==> src/tsx_pkg.sv <==
// Types and constants shared by the Thumb subtract execute unit.
`timescale 1ns / 1ps
`default_nettype none

package tsx_pkg;

   localparam int REG_COUNT = 16;
   localparam int REG_INDEX_WIDTH = 4;
   localparam int DATA_WIDTH = 32;
   localparam int FLAGS_WIDTH = 4;

   localparam logic [REG_INDEX_WIDTH-1:0] SP_INDEX = 4'd13;
   localparam logic [REG_INDEX_WIDTH-1:0] PC_INDEX = 4'd15;

   typedef enum logic [2:0] {
      CMD_RSB        = 3'd0,
      CMD_SBC        = 3'd1,
      CMD_SUB_IMM3   = 3'd2,
      CMD_SUB_IMM8   = 3'd3,
      CMD_SUB_SP     = 3'd4,
      CMD_LOAD_REG   = 3'd5,
      CMD_LOAD_FLAGS = 3'd6
   } cmd_type;

   typedef enum logic [1:0] {
      SHIFT_LSL = 2'd0,
      SHIFT_LSR = 2'd1,
      SHIFT_ASR = 2'd2,
      SHIFT_ROR = 2'd3
   } shift_type;

   typedef struct packed {
      logic [REG_INDEX_WIDTH-1:0] dest_index;
      logic [DATA_WIDTH-1:0]      dest_value;
      logic                       dest_written;
      logic [FLAGS_WIDTH-1:0]     flags;
      logic                       flags_written;
      logic                       status;
   } result_type;

endpackage

`default_nettype wire

==> src/tsx_ram.sv <==
// Generic RAM with one write port and two registered read ports.
`timescale 1ns / 1ps
`default_nettype none

module tsx_ram #(
   parameter int WIDTH = 32,
   parameter int DEPTH = 16
) (
   input  wire logic                     clock,
   input  wire logic                     wr_en,
   input  wire logic [$clog2(DEPTH)-1:0] wr_addr,
   input  wire logic [WIDTH-1:0]         wr_data,
   input  wire logic                     rd_en,
   input  wire logic [$clog2(DEPTH)-1:0] rd_addr_a,
   input  wire logic [$clog2(DEPTH)-1:0] rd_addr_b,
   output logic      [WIDTH-1:0]         rd_data_a,
   output logic      [WIDTH-1:0]         rd_data_b
);

   logic [WIDTH-1:0] mem_ff [DEPTH];

   always_ff @(posedge clock) begin
      if (wr_en) begin
         mem_ff[wr_addr] <= wr_data;
      end
      if (rd_en) begin
         rd_data_a <= mem_ff[rd_addr_a];
         rd_data_b <= mem_ff[rd_addr_b];
      end
   end

endmodule

`default_nettype wire

==> src/tsx_alu.sv <==
// Operand selection, shifter, subtractor and flag logic for one transaction.
`timescale 1ns / 1ps
`default_nettype none

module tsx_alu (
   input  wire  tsx_pkg::cmd_type                      cmd,
   input  wire  logic [31:0]                           instruction,
   input  wire  logic                                  flag_hold,
   input  wire  logic [tsx_pkg::REG_INDEX_WIDTH-1:0]   load_index,
   input  wire  logic [tsx_pkg::DATA_WIDTH-1:0]        load_value,
   input  wire  logic [tsx_pkg::FLAGS_WIDTH-1:0]       load_flags,
   input  wire  logic [tsx_pkg::DATA_WIDTH-1:0]        operand_a,
   input  wire  logic [tsx_pkg::DATA_WIDTH-1:0]        operand_b,
   input  wire  logic [tsx_pkg::FLAGS_WIDTH-1:0]       flags_in,
   output tsx_pkg::result_type                         result
);

   function automatic logic bad_reg(input logic [tsx_pkg::REG_INDEX_WIDTH-1:0] r);
      return (r inside {tsx_pkg::SP_INDEX, tsx_pkg::PC_INDEX});
   endfunction

   function automatic logic [31:0] imm_shift(input logic [31:0] v,
                                             input tsx_pkg::shift_type kind,
                                             input logic [4:0] amount,
                                             input logic carry);
      logic [63:0] doubled;
      logic [31:0] shifted;
      doubled = {v, v} >> amount;
      shifted = 32'd0;
      case (kind)
         tsx_pkg::SHIFT_LSL: begin
            shifted = v << amount;
         end
         tsx_pkg::SHIFT_LSR: begin
            shifted = (amount == 5'd0) ? 32'd0 : (v >> amount);
         end
         tsx_pkg::SHIFT_ASR: begin
            shifted = (amount == 5'd0) ? {32{v[31]}} : 32'($signed(v) >>> amount);
         end
         tsx_pkg::SHIFT_ROR: begin
            shifted = (amount == 5'd0) ? {carry, v[31:1]} : doubled[31:0];
         end
         default: begin
            shifted = v;
         end
      endcase
      return shifted;
   endfunction

   logic [31:0] add_x;
   logic [31:0] add_y;
   logic        add_cin;
   logic [32:0] sum;
   logic [3:0]  sum_flags;
   logic [31:0] rsb_shifted;
   logic        rsb_bad;

   assign rsb_shifted = imm_shift(operand_b, tsx_pkg::shift_type'(instruction[5:4]),
                                  {instruction[14:12], instruction[7:6]}, flags_in[1]);
   assign rsb_bad = bad_reg(instruction[11:8]) || bad_reg(instruction[19:16])
                    || bad_reg(instruction[3:0]);

   always_comb begin
      add_x   = operand_a;
      add_y   = ~operand_b;
      add_cin = 1'b1;
      case (cmd)
         tsx_pkg::CMD_RSB: begin
            add_x = ~operand_a;
            add_y = rsb_shifted;
         end
         tsx_pkg::CMD_SBC: begin
            add_cin = flags_in[1];
         end
         tsx_pkg::CMD_SUB_IMM3: begin
            add_y = ~{29'd0, instruction[8:6]};
         end
         tsx_pkg::CMD_SUB_IMM8: begin
            add_y = ~{24'd0, instruction[7:0]};
         end
         tsx_pkg::CMD_SUB_SP: begin
            add_y = ~{23'd0, instruction[6:0], 2'b00};
         end
         default: begin
            add_x = operand_a;
         end
      endcase
   end

   assign sum = {1'b0, add_x} + {1'b0, add_y} + {32'd0, add_cin};
   assign sum_flags = {sum[31], (sum[31:0] == 32'd0), sum[32],
                       (add_x[31] ^ sum[31]) & (add_y[31] ^ sum[31])};

   always_comb begin
      result       = '0;
      result.flags = flags_in;
      case (cmd)
         tsx_pkg::CMD_RSB: begin
            if (rsb_bad) begin
               result.status = 1'b1;
            end else begin
               result.dest_index   = instruction[11:8];
               result.dest_value   = sum[31:0];
               result.dest_written = 1'b1;
               if (instruction[20]) begin
                  result.flags         = sum_flags;
                  result.flags_written = 1'b1;
               end
            end
         end
         tsx_pkg::CMD_SBC, tsx_pkg::CMD_SUB_IMM3: begin
            result.dest_index   = {1'b0, instruction[2:0]};
            result.dest_value   = sum[31:0];
            result.dest_written = 1'b1;
            if (!flag_hold) begin
               result.flags         = sum_flags;
               result.flags_written = 1'b1;
            end
         end
         tsx_pkg::CMD_SUB_IMM8: begin
            result.dest_index   = {1'b0, instruction[10:8]};
            result.dest_value   = sum[31:0];
            result.dest_written = 1'b1;
            if (!flag_hold) begin
               result.flags         = sum_flags;
               result.flags_written = 1'b1;
            end
         end
         tsx_pkg::CMD_SUB_SP: begin
            result.dest_index   = tsx_pkg::SP_INDEX;
            result.dest_value   = sum[31:0];
            result.dest_written = 1'b1;
         end
         tsx_pkg::CMD_LOAD_REG: begin
            result.dest_index   = load_index;
            result.dest_value   = load_value;
            result.dest_written = 1'b1;
         end
         tsx_pkg::CMD_LOAD_FLAGS: begin
            result.flags         = load_flags;
            result.flags_written = 1'b1;
         end
         default: begin
            result.status = 1'b0;
         end
      endcase
   end

endmodule

`default_nettype wire

==> src/thumb_subtract_execute_unit.sv <==
// Top level of the Thumb subtract execute unit.
// A transaction accepted into the execute registers has its result registered in the response
// registers once the response is not stalled. Throughput: one transaction per cycle unless
// rsp_stall stalls it; the register file is read when a transaction is accepted and written at
// the end of the execute cycle, with the latest write forwarded. Reset clears the flags, the
// pipeline valid bits and the register valid bits, so every register reads as zero until written.
`timescale 1ns / 1ps
`default_nettype none

module thumb_subtract_execute_unit (
   input  wire  logic                                clock,
   input  wire  logic                                reset,
   input  wire  logic                                req_valid,
   output logic                                      req_stall,
   input  wire  logic [2:0]                          req_cmd,
   input  wire  logic [31:0]                         req_instruction,
   input  wire  logic                                req_flag_hold,
   input  wire  logic [tsx_pkg::REG_INDEX_WIDTH-1:0] req_load_index,
   input  wire  logic [tsx_pkg::DATA_WIDTH-1:0]      req_load_value,
   input  wire  logic [tsx_pkg::FLAGS_WIDTH-1:0]     req_load_flags,
   output logic                                      rsp_valid,
   input  wire  logic                                rsp_stall,
   output logic [tsx_pkg::REG_INDEX_WIDTH-1:0]       rsp_dest_index,
   output logic [tsx_pkg::DATA_WIDTH-1:0]            rsp_dest_value,
   output logic                                      rsp_dest_written,
   output logic [tsx_pkg::FLAGS_WIDTH-1:0]           rsp_flags_now,
   output logic                                      rsp_flags_written,
   output logic                                      rsp_status
);

   logic                                 req_accept;
   logic                                 ex_advance;
   logic [tsx_pkg::REG_INDEX_WIDTH-1:0]  rd_addr_a_in;
   logic [tsx_pkg::REG_INDEX_WIDTH-1:0]  rd_addr_b_in;
   logic [tsx_pkg::DATA_WIDTH-1:0]       ram_data_a;
   logic [tsx_pkg::DATA_WIDTH-1:0]       ram_data_b;
   logic [tsx_pkg::DATA_WIDTH-1:0]       operand_a;
   logic [tsx_pkg::DATA_WIDTH-1:0]       operand_b;
   logic                                 reg_write;
   tsx_pkg::result_type                  ex_result;

   logic                                 ex_valid_ff;
   tsx_pkg::cmd_type                     ex_cmd_ff;
   logic [31:0]                          ex_instruction_ff;
   logic                                 ex_flag_hold_ff;
   logic [tsx_pkg::REG_INDEX_WIDTH-1:0]  ex_load_index_ff;
   logic [tsx_pkg::DATA_WIDTH-1:0]       ex_load_value_ff;
   logic [tsx_pkg::FLAGS_WIDTH-1:0]      ex_load_flags_ff;
   logic [tsx_pkg::REG_INDEX_WIDTH-1:0]  ex_addr_a_ff;
   logic [tsx_pkg::REG_INDEX_WIDTH-1:0]  ex_addr_b_ff;

   logic [tsx_pkg::FLAGS_WIDTH-1:0]      flags_ff;
   logic [tsx_pkg::REG_COUNT-1:0]        reg_valid_ff;
   logic                                 last_valid_ff;
   logic [tsx_pkg::REG_INDEX_WIDTH-1:0]  last_index_ff;
   logic [tsx_pkg::DATA_WIDTH-1:0]       last_value_ff;

   logic                                 rsp_valid_ff;
   tsx_pkg::result_type                  rsp_result_ff;

   assign ex_advance = !rsp_valid_ff || !rsp_stall;
   assign req_stall  = ex_valid_ff && !ex_advance;
   assign req_accept = req_valid && !req_stall;
   assign reg_write  = ex_valid_ff && ex_advance && ex_result.dest_written;

   always_comb begin
      rd_addr_a_in = req_instruction[19:16];
      rd_addr_b_in = req_instruction[3:0];
      case (tsx_pkg::cmd_type'(req_cmd))
         tsx_pkg::CMD_RSB: begin
            rd_addr_a_in = req_instruction[19:16];
         end
         tsx_pkg::CMD_SBC: begin
            rd_addr_a_in = {1'b0, req_instruction[2:0]};
            rd_addr_b_in = {1'b0, req_instruction[5:3]};
         end
         tsx_pkg::CMD_SUB_IMM3: begin
            rd_addr_a_in = {1'b0, req_instruction[5:3]};
         end
         tsx_pkg::CMD_SUB_IMM8: begin
            rd_addr_a_in = {1'b0, req_instruction[10:8]};
         end
         tsx_pkg::CMD_SUB_SP: begin
            rd_addr_a_in = tsx_pkg::SP_INDEX;
         end
         default: begin
            rd_addr_b_in = req_instruction[3:0];
         end
      endcase
   end

   tsx_ram #(
      .WIDTH(tsx_pkg::DATA_WIDTH),
      .DEPTH(tsx_pkg::REG_COUNT)
   ) u_reg_ram (
      .clock    (clock),
      .wr_en    (reg_write),
      .wr_addr  (ex_result.dest_index),
      .wr_data  (ex_result.dest_value),
      .rd_en    (req_accept),
      .rd_addr_a(rd_addr_a_in),
      .rd_addr_b(rd_addr_b_in),
      .rd_data_a(ram_data_a),
      .rd_data_b(ram_data_b)
   );

   // A write made at the edge where the operands were read is taken from the forwarding register.
   always_comb begin
      if (last_valid_ff && (last_index_ff == ex_addr_a_ff)) begin
         operand_a = last_value_ff;
      end else if (reg_valid_ff[ex_addr_a_ff]) begin
         operand_a = ram_data_a;
      end else begin
         operand_a = '0;
      end
      if (last_valid_ff && (last_index_ff == ex_addr_b_ff)) begin
         operand_b = last_value_ff;
      end else if (reg_valid_ff[ex_addr_b_ff]) begin
         operand_b = ram_data_b;
      end else begin
         operand_b = '0;
      end
   end

   tsx_alu u_alu (
      .cmd        (ex_cmd_ff),
      .instruction(ex_instruction_ff),
      .flag_hold  (ex_flag_hold_ff),
      .load_index (ex_load_index_ff),
      .load_value (ex_load_value_ff),
      .load_flags (ex_load_flags_ff),
      .operand_a  (operand_a),
      .operand_b  (operand_b),
      .flags_in   (flags_ff),
      .result     (ex_result)
   );

   always_ff @(posedge clock) begin
      if (reset) begin
         ex_valid_ff   <= 1'b0;
         rsp_valid_ff  <= 1'b0;
         flags_ff      <= '0;
         reg_valid_ff  <= '0;
         last_valid_ff <= 1'b0;
      end else begin
         if (req_accept) begin
            ex_valid_ff <= 1'b1;
         end else if (ex_advance) begin
            ex_valid_ff <= 1'b0;
         end
         if (ex_advance) begin
            rsp_valid_ff <= ex_valid_ff;
         end
         if (ex_valid_ff && ex_advance) begin
            flags_ff <= ex_result.flags;
         end
         if (reg_write) begin
            reg_valid_ff[ex_result.dest_index] <= 1'b1;
            last_valid_ff                      <= 1'b1;
         end
      end
   end

   always_ff @(posedge clock) begin
      if (req_accept) begin
         ex_cmd_ff         <= tsx_pkg::cmd_type'(req_cmd);
         ex_instruction_ff <= req_instruction;
         ex_flag_hold_ff   <= req_flag_hold;
         ex_load_index_ff  <= req_load_index;
         ex_load_value_ff  <= req_load_value;
         ex_load_flags_ff  <= req_load_flags;
         ex_addr_a_ff      <= rd_addr_a_in;
         ex_addr_b_ff      <= rd_addr_b_in;
      end
      if (reg_write) begin
         last_index_ff <= ex_result.dest_index;
         last_value_ff <= ex_result.dest_value;
      end
      if (ex_valid_ff && ex_advance) begin
         rsp_result_ff <= ex_result;
      end
   end

   assign rsp_valid         = rsp_valid_ff;
   assign rsp_dest_index    = rsp_result_ff.dest_index;
   assign rsp_dest_value    = rsp_result_ff.dest_value;
   assign rsp_dest_written  = rsp_result_ff.dest_written;
   assign rsp_flags_now     = rsp_result_ff.flags;
   assign rsp_flags_written = rsp_result_ff.flags_written;
   assign rsp_status        = rsp_result_ff.status;

endmodule

`default_nettype wire
==> config.mk <==
export PLATFORM = sky130hd
export DESIGN_NAME = thumb_subtract_execute_unit
export DESIGN_NICKNAME = d
export VERILOG_FILES = /design/src/tsx_pkg.sv /design/src/tsx_ram.sv /design/src/tsx_alu.sv /design/src/thumb_subtract_execute_unit.sv
export SDC_FILE = /design/constraint.sdc
export NUM_CORES = 2
export LEC_CHECK = 0
export BUFFER_PORTS_ARGS = -buffer_cell sky130_fd_sc_hd__buf_4
export CAP_MARGIN = 25
export CORE_ASPECT_RATIO = 0.9
export CORE_MARGIN = 10
export CORE_UTILIZATION = 57
export CTS_CLUSTER_DIAMETER = 100
export CTS_CLUSTER_SIZE = 30
export DETAILED_ROUTE_END_ITERATION = 6
export PLACE_DENSITY = 0.83
export RECOVER_POWER = 25
export REMOVE_ABC_BUFFERS = 1
export SYNTH_ARGS = -nofsm -noshare
export SYNTH_HDL_FRONTEND = slang
export SYNTH_SLANG_ARGS = --single-unit
==> constraint.sdc <==
create_clock -name clock -period 8.2 [get_ports clock]
set_input_delay 1.23 -clock clock [delete_from_list [all_inputs] [get_ports clock]]
set_output_delay 1.23 -clock clock [all_outputs]
set_load 0.1 [all_outputs]
==> results.toml <==
[sta]
min_period_ns = 7.97
finalSetupViolCount = 0
setup_tns_ns = 0
layout_worst_path_cycle_share_pct = 97.2
worst_pin_slew_ns = 4.24
drv_slew = 680
slew_headroom_pct = -183
final_hold_viol_count = 0
fin_skew_ns = 0.0607
whs_ns = 0.516
fmax_ghz = 0.125

[synthesis]
netlist-cell-type-count = 78
synth_area_um2 = 42800
synth_top_area_share_pct = 50.9
synth_edf_count = 726
yosys-top-cells-area = "edfxtp_1 51%, nand2_1 11%, nand3_1 5.0%"
seq_area_frac_synth_pct = 52.0
avgSynthCellArea_um2 = 9.68
syn_inst = 4428
ys_ff_latch = 749
yosys.area.top_type = "edfxtp_1"
synthFlopType = "edfxtp_1"
yosysWarnings = 0
synth-async-reset-ratio_pct = 0

[route]
vias_per_cell = 7.16
drc = 5
wire_per_inst_um = 31.8
dr.pass1.iters = 7
vias = 40200
drt_iter0_markers = 7502
ant_nets = 0
drt_wl_total_um = 179000

[cts]
clockBufferDepth = 3
clock_sinks = 749
htreeDepth = 1
numCtsBuffers = 30
clk_pin_slew_ns = 0.12
clk_latency_ns = 0.71
cts_tree = "done"
root_buffer = "clkbuf_16"
hold_buffers = 0

[setup_path]
startpoint = "ex_addr_b_ff[0]"
crit_path_top_delay_cell = "mux4_2"
critPathMaxFanout = 16
r2r_end = "flags_ff[2]"
critPathRequiredTime_ns = 8.80
r2r_setup_slack_ns = 0.23
critPathKind = "reg -> reg"
rr_startpoint = "ex_addr_b_ff[0]"
worst_path_largest_cell_delay_ns = 0.56
end_kind = "register"
cp_data_arrival_time_ns = 8.57
timing.critical_path.mode_cell = "buf_4"
start_kind = "register"
rr_worst_depth = 30

[flow_run]
maxCapViolCount = 11

[worst_hold_path]
holdPathStages = 2
worstHoldStart = "reg_valid_ff[6]"
hp-class = "reg -> reg"
holdPathEnd = "reg_valid_ff[6]"

[floorplanning]
ioPinCount = 125
dieArea_um2 = 86500
initial_core_util_pct = 57.5
fp.dieH_um = 280
die_w_um = 309
placementRows = 95
core_um2 = 74500

[global_routing]
grt_pass1_wl_um = 254000
grt_max_degree = 159
antenna_found_initial = 5
track_usage_pct = 40.0
grt_pass1_vias = 37400
grt_overflow = 0

[finish]
final_nets = 4746
drive_gt1_share_pct = 14.2
instances_no_fill = 5615
num-fill-cells = 5788
syn_to_final_growth_pct = 11.9

[placement]
dp_hpwl_um = 119000
dpl.cell_count = 5565
port_buffers = 112
gp_congestion = 1.13

[pwr]
ir_worst_vdd_uv = 295
total_leakage_power_nw = 17.6
power.density_nw_per_um2 = 185

[run_status]
status = "complete, but fails checks"
violations = "DRC, capacitance limit, slew limit"
## routing by layer
metal,track usage (%),part of all wire (%)
met2,60.3,44
met3,10.0,15
met1,52.7,35
met4,21.6,6.8
met5,0,0.0067
## power by group
group | switching (mW) | internal [mW] | total, mW
logic | 1.58 | 0.773 | 2.35
clock network | 1.18 | 0.725 | 1.91
registers | 0.0849 | 4.54 | 4.63
## logic make-up after synthesis
group           synth area share [%]
flops                           52.0
simple gates                    21.5
compound gates                  14.1
mux                             6.67
xor+xnor                        1.27
buf+inv                         3.49
fa+ha+maj                       1.02
## cells in the final DEF (no fill, tap or decap), drive strengths merged, types with 14 or more instances in the layout
master  instances
a31oi         100
ha             31
mux4           78
o22ai          16
dfxtp          23
clkbuf        157
o21ai         126
nor2b          15
mux2           28
a22o           19
nor3           40
a221oi         14
and2           50
nor2          183
a311oi        167
a21oi         210
mux2i          78
xnor2          49
buf           416
a211oi         30
a21o           28
inv            31
and3          143
o211ai         35
nand3         429
nand2        1209
edfxtp        726
## through the flow
step | power, mW | utilization, % | setup slack [ns] | cell area, um2
3_5_place_dp | 6.97 | 63.4 | -0.0125 | 47300
2_1_floorplan | 6.02 | - | -19.82 | 41500
6_report | 8.89 | 64.3 | 0.228 | 47900
3_3_place_gp | 6.93 | 63.4 | 0.0172 | 47200
5_1_grt | 9.10 | 64.3 | -0.0226 | 47900
4_1_cts | 8.79 | 64.7 | 0.0820 | 48200
## cells in the mapped netlist, types with 40 or more instances
library cell  number
nand2_1         1209
edfxtp_1         726
nand3_1          429
clkbuf_1         322
a21oi_1          210
nor2_1           183
a311oi_1         167
and3_1           143
o21ai_0          114
a31oi_1          100
mux4_2            78
mux2i_1           77
xnor2_1           49
and2_1            48
nor3_1            40
## state kept, by name, summed over array words and instances (netlist names), 3 cells and up
name	count
last_value_ff	32
u_reg_ram.mem_ff	512
ex_addr_a_ff	4
ex_load_value_ff	32
rsp_dest_index	4
ex_load_index_ff	4
ex_instruction_ff	19
ex_load_flags_ff	4
rsp_dest_value	32
u_reg_ram.rd_data_a	32
u_reg_ram.rd_data_b	32
ex_addr_b_ff	4
reg_valid_ff	16
last_index_ff	4
rsp_flags_now	4
flags_ff	4
ex_cmd_ff	3
## area by class of cell
type / instances / area, um2 / share of cell area, %
antenna: 1 / 2.50 / 0.00522
inverter: 32 / 130 / 0.271
clock buffer: 37 / 777 / 1.62
multi-input combinational: 3283 / 19300 / 40.3
sequential: 749 / 22300 / 46.4
timing repair buffer: 537 / 4090 / 8.53
clock inverter: 6 / 124 / 0.258
tap: 970 / 1210 / 2.53
## worst max-delay path by stage
| stage | end | slack (ns) |
|---|---|---|
| 2_1_floorplan | u_reg_ram.rd_data_a[31] | -19.82 |
| 3_5_place_dp | flags_ff[2] | -0.01 |
| 6_report | flags_ff[2] | 0.23 |
| 4_1_cts | flags_ff[2] | 0.08 |
| 5_1_grt | flags_ff[2] | -0.02 |
| 3_3_place_gp | flags_ff[2] | 0.02 |
## worst max-delay path: cells and delay by family, from the launching register on
| kind | cells | cell delay [ns] |
|---|---|---|
| flip-flops | 1 | 0.54 |
| AO/OA/AOI/OAI | 10 | 2.23 |
| adder cells (fa/ha/maj) | 2 | 0.59 |
| multiplexers | 5 | 2.36 |
| buffers and inverters | 8 | 1.34 |
| AND/OR/NAND/NOR | 5 | 0.80 |
## timing repair
| action | 4_1_cts | 5_1_grt |
|---|---|---|
| pin swaps | 0 | 5 |
| gates cloned | 0 | 0 |
| setup buffers | 0 | 3 |
| endpoints found under the hold margin | 0 | 0 |
| resized for setup | 2 | 10 |
| endpoints found under the setup margin | 2 | 5 |
(Power assumes the default switching activity.)
